===== src/hdl/dwc_mac.sv =====
// Multiply-accumulate engine: one tap per cycle over the window while step is high
`timescale 1ns / 1ps
module dwc_mac (
    input  logic               aclk,
    input  logic               aresetn,
    input  logic               clear,
    input  logic               step,
    input  logic signed [15:0] pixel,
    input  logic signed [15:0] tap,
    input  logic [4:0]         frac_shift,
    output logic [15:0]        acc
);
    logic signed [31:0] prod;
    logic signed [31:0] shifted;
    logic [15:0]        acc_reg;
    logic [15:0]        acc_next;

    assign prod    = pixel * tap;
    assign shifted = prod >>> frac_shift;

    always_comb begin
        acc_next = acc_reg;
        if (clear) begin
            acc_next = '0;
        end else if (step) begin
            acc_next = acc_reg + shifted[15:0];
        end
    end

    always_ff @(posedge aclk) begin
        if (!aresetn) begin
            acc_reg <= '0;
        end else begin
            acc_reg <= acc_next;
        end
    end

    assign acc = acc_reg;
endmodule


===== config.mk =====
export PLATFORM = sky130hd
export DESIGN_NAME = dwc_mac
export DESIGN_NICKNAME = d
export VERILOG_FILES = /design/src/hdl/dwc_mac.sv
export SDC_FILE = /design/constraint.sdc
export NUM_CORES = 1
export LEC_CHECK = 0
export ABC_CLOCK_PERIOD_IN_PS = 32200
export BUFFER_PORTS_ARGS = -buffer_cell sky130_fd_sc_hd__buf_2
export CAP_MARGIN = 20
export CORE_MARGIN = 5
export CORE_UTILIZATION = 60
export CTS_BUF_LIST = sky130_fd_sc_hd__clkbuf_16
export CTS_CLUSTER_DIAMETER = 80
export CTS_CLUSTER_SIZE = 12
export DETAILED_ROUTE_END_ITERATION = 12
export PLACE_DENSITY = 0.78
export SLEW_MARGIN = 20
export SYNTH_ARGS = -nofsm -noshare
export SYNTH_HDL_FRONTEND = slang
export SYNTH_SLANG_ARGS = --single-unit

===== constraint.sdc =====
create_clock -name aclk -period 32.2 [get_ports aclk]
set_input_delay 6.44 -clock aclk [delete_from_list [all_inputs] [get_ports aclk]]
set_output_delay 6.44 -clock aclk [all_outputs]
set_load 0.01 [all_outputs]

After elaboration in Yosys (flattened, before gate mapping). Cells that the tools add are included.

Register bits: 16. Bits in latches: 0. Memory bits (writable): 0. Bits in read-only memories: 0. Bits of input ports: 41. Output and inout port bits: 16. Memories: 0.

Add/subtract/negate cells: 1. Multiply operators: 1. Div/mod/pow operators: 0. Order comparisons: 0. Equality and inequality tests: 0. Shifts and indexed selects: 1. Muxes and demuxes: 0. Bitwise gates (word level): 1. Reduce and logical (&&, ||, !) cells: 1.

Operators by type and width (number): $mul 16x16->32 (1); $sshr 32x5->16 (1); $add 16x16->16 (1); $reduce_or 2->1 (1); $not 1->1 (1).

Longest topological paths before layout.
Word-level depth: 3. Depth in mapped cells: 40. Gate-level depth less buffers: 38.

Worst setup path before layout. OpenSTA, ideal clock, no wires.

Kind: input to register. From: input pixel[15]. To: register acc_reg[14] (netlist: acc[14]). Library setup time: 0.114 ns. Data arrival time: 14.888 ns. Data required time: 32.086 ns. Path slack: 17.198 ns. Cell stages on the path: 37. Cells stage by stage: clkbuf_1 > nand2_1 > inv_1 > fa_1 > fa_1 > inv_1 > fa_1 > fa_1 > fa_1 > fa_1 > inv_1 > ha_1 > clkbuf_8 > a21oi_1 > o21ai_0 > and2b_2 > a22oi_1 > a21boi_0 > a21oi_1 > xnor2_1 > mux4_2 > mux2i_1 > and2_1 > o31ai_1 > ha_1 > fa_1 > a21o_1 > a21oi_1 > o21bai_1 > a21oi_1 > o21bai_1 > a211oi_1 > o21ai_0 > a41oi_1 > xnor2_1 > mux2i_1 > nor2_1.

Word-level cells in the longest chain between the ends: 3.

RTL lines: start, declared (line 8) `input logic signed [15:0] pixel,`; $mul 16x16->32 (line 18) `assign prod = pixel * tap;`; $sshr 32x5->16 (line 19) `assign shifted = prod >>> frac_shift;`; $add 16x16->16 (line 26) `acc_next = acc_reg + shifted[15:0];`; end signal, assigned (line 34) `acc_reg <= acc_next;`; end, declared (line 15) `logic [15:0] acc_reg;`.

Every way passes these cells. A chain may end at the register's enable or synchronous reset.

Worst setup path after layout.
From: input tap[2]. To: register acc_reg[14] (netlist: acc[14]).

Word-level cells in the longest chain between the ends: 3.

RTL lines: start, declared (line 9) `input logic signed [15:0] tap,`; $mul 16x16->32 (line 18); $sshr 32x5->16 (line 19); $add 16x16->16 (line 26).

Every way passes these cells.

==> flow_summary.toml <==
[detailed_routing]
via_count = 9949
met1_length_um = 12040
routed_via_density = 5.768
drt_wl_total_um = 29640
drcViolationCount = 0
postRouteAntennaNets = 0
routedWlPerCell_um = 17.18
wl_met3_um = 1445
drtIter0Drc = 599
highest_layer = "met5"
drt-pass1-iter-count = 5
wl_met2_um = 15360

[setup_path]
max_stage_delay_ps = 700
start_kind = "input port"
slowest_stage = "fa_1"
crit_arrival_ps = 15810
cpMostUsedCell = "fa_1"
path_class = "input port to flop"
cp_top_family = "adder cells"
cp_max_fo = 16
crit_path_end_kind = "flop"
required_ps = 32330
path_buf_inv = 4

[final_layout]
seqCellArea_um2 = 320.3
largest_reg_flops = 16
fill_cells = 1819
final_area_um2 = 13140
fin_util_pct = 62.51
n_antenna_cell = 0
nets = 1852
multi_input_area_um2 = 11160
drive_above_1_share_pct = 7.103
stdcell_count = 1725
area_delta_synth_final_pct = 2.469

[global_routing]
grt-ovfl-total = 0
grt_pass1_wl_um = 51810
grt_pass1_vias = 10760
antenna_found_initial = 1
grt_max_degree = 36
grt_use_total_pct = 25.73

[place]
dpl_cell_area_um2 = 13060
place_congestion = 0.9945
io_buffers = 56
hpwl_um = 25380
dp.cells = 1721

[sta]
fin_skew_ps = 5.970
hold_viol_final = 0
tightest_slew_ps = 898.7
rsz0062_at_grt = "false"
fin_crit_ps = 15680
drv_slew = 0
final-setup-viol-count = 0
slew_headroom_pct = 39.71
timing.fmax_mhz = 63.79
finalSetupTns_ps = 0
finalCritPeriodShare_pct = 48.69

[yosys]
synth_edf_count = 0
yosysTopAreaCell = "fa_1"
syn_area_um2 = 12820
ys_seq_elements = 16
synth_top_area_share_pct = 41.06
syn_inst = 1456
synth_common_cells = "fa_1, inv_1, nand2_1"
yosysMostFrequentCell = "fa_1"
avgSynthCellArea_um2 = 8.807
synth.yosys.warnings = 0
ys.flop_type = "dfxtp_1"
ys_async_sr_fraction_pct = 0
ys_seq_area_share_pct = 2.498
synthDistinctLibCells = 67
synthTopCellsByArea = "fa_1, ha_1, inv_1, nand2_1, and2_1"
syn-num-nets = 1857

[flow_run]
max_cap_viol_count = 0

[clock_network]
cts_sinks = 16
cts_buffers = 3
cts_setup_buffers = 0
ctsHoldBuffers = 0
tritoncts = "built"
htreeDepth = 1
cts_root_buffer = "clkbuf_16"
worst_skew_pair.late_latency_ps = 250
clk_pin_slew_worst_paths_ps = 50
post_cts_resized = 0
max-clock-path-buffers = 2

[floorplan]
die_area_um2 = 24400
initial_core_util_pct = 61.00
core-area_um2 = 21020
fp.dieW_um = 156.2
rows = 53
io-pin-count = 57
die_h_um = 156.2

[status]
outcome = "finished clean"

[hold_path]
holdCritPathClass = "flop to flop"
==> worst min-delay path, stage by stage, from the launching register on <==
cell and delay [ps]:
dfxtp_1 340, a21oi_1 80, nor2_1 70
==> final timing paths <==
path	from	endpoint	slack, ps	cells past startpoint
worst max-delay path	tap[2]	acc[14]	16520	36
worst min-delay path	acc[4]	acc[4]	520	2
worst max register to register	acc[0]	acc[14]	29200	13
worst min register to register	acc[4]	acc[4]	520	2
==> layer usage <==
| layer | vias to the layer above | track usage [%] |
|---|---|---|
| met5 | - | 0 |
| li1 | 4605 | - |
| met4 | 2 | 6.446 |
| met3 | 59 | 1.803 |
| met1 | 4983 | 33.50 |
| met2 | 300 | 46.89 |
==> cell type report <==
cell class / instances / share of cell area (%)
Tap cell: 275 / 2.619
Multi-Input combinational cell: 1118 / 84.90
Timing Repair Buffer: 56 / 2.133
Sequential cell: 16 / 2.438
Clock inverter: 1 / 0.02857
Inverter: 256 / 7.313
Clock buffer: 3 / 0.5713
==> layout by cell type (no fill, tap or decap), types with 5 or more instances in the layout <==
cell / n
nor2b_1: 5
xor2_1: 10
clkinv_1: 5
mux4_2: 12
and3_1: 7
a31oi_1: 5
a21o_1: 15
o21ai_0: 41
fa_1: 263
ha_1: 97
a21boi_0: 5
nand3_1: 13
mux2i_1: 39
nor3_1: 24
o211ai_1: 8
nand2b_1: 17
buf_2: 56
xnor2_1: 38
nand2_1: 185
a21oi_1: 52
o21bai_1: 7
dfxtp_1: 16
o21a_1: 9
inv_1: 252
or3_1: 6
a211oi_1: 22
mux2_2: 11
nor2_1: 67
and2_1: 106
==> per-stage QoR <==
stage,setup slack [ps],hold WS [ps]
after floorplan,17200,517.9
after global placement,16500,508.0
after detailed placement,16350,519.2
after CTS,16580,530.8
after global routing,15910,568.2
final,16520,523.0
==> cells by family after synthesis <==
family	count (synthesis)	synth area share (%)
and+or+nand+nor	452	17.14
adders and majority gates	360	50.52
buffers and inverters	322	10.51
AOI/OAI and AO/OA	196	9.933
muxes	62	6.118
xor gates and xnor gates	48	3.278
DFF	16	2.498
Power is left out: the tool's default activity adds up to more than one toggle a clock period on the data nets, which glitch-free logic cannot reach.
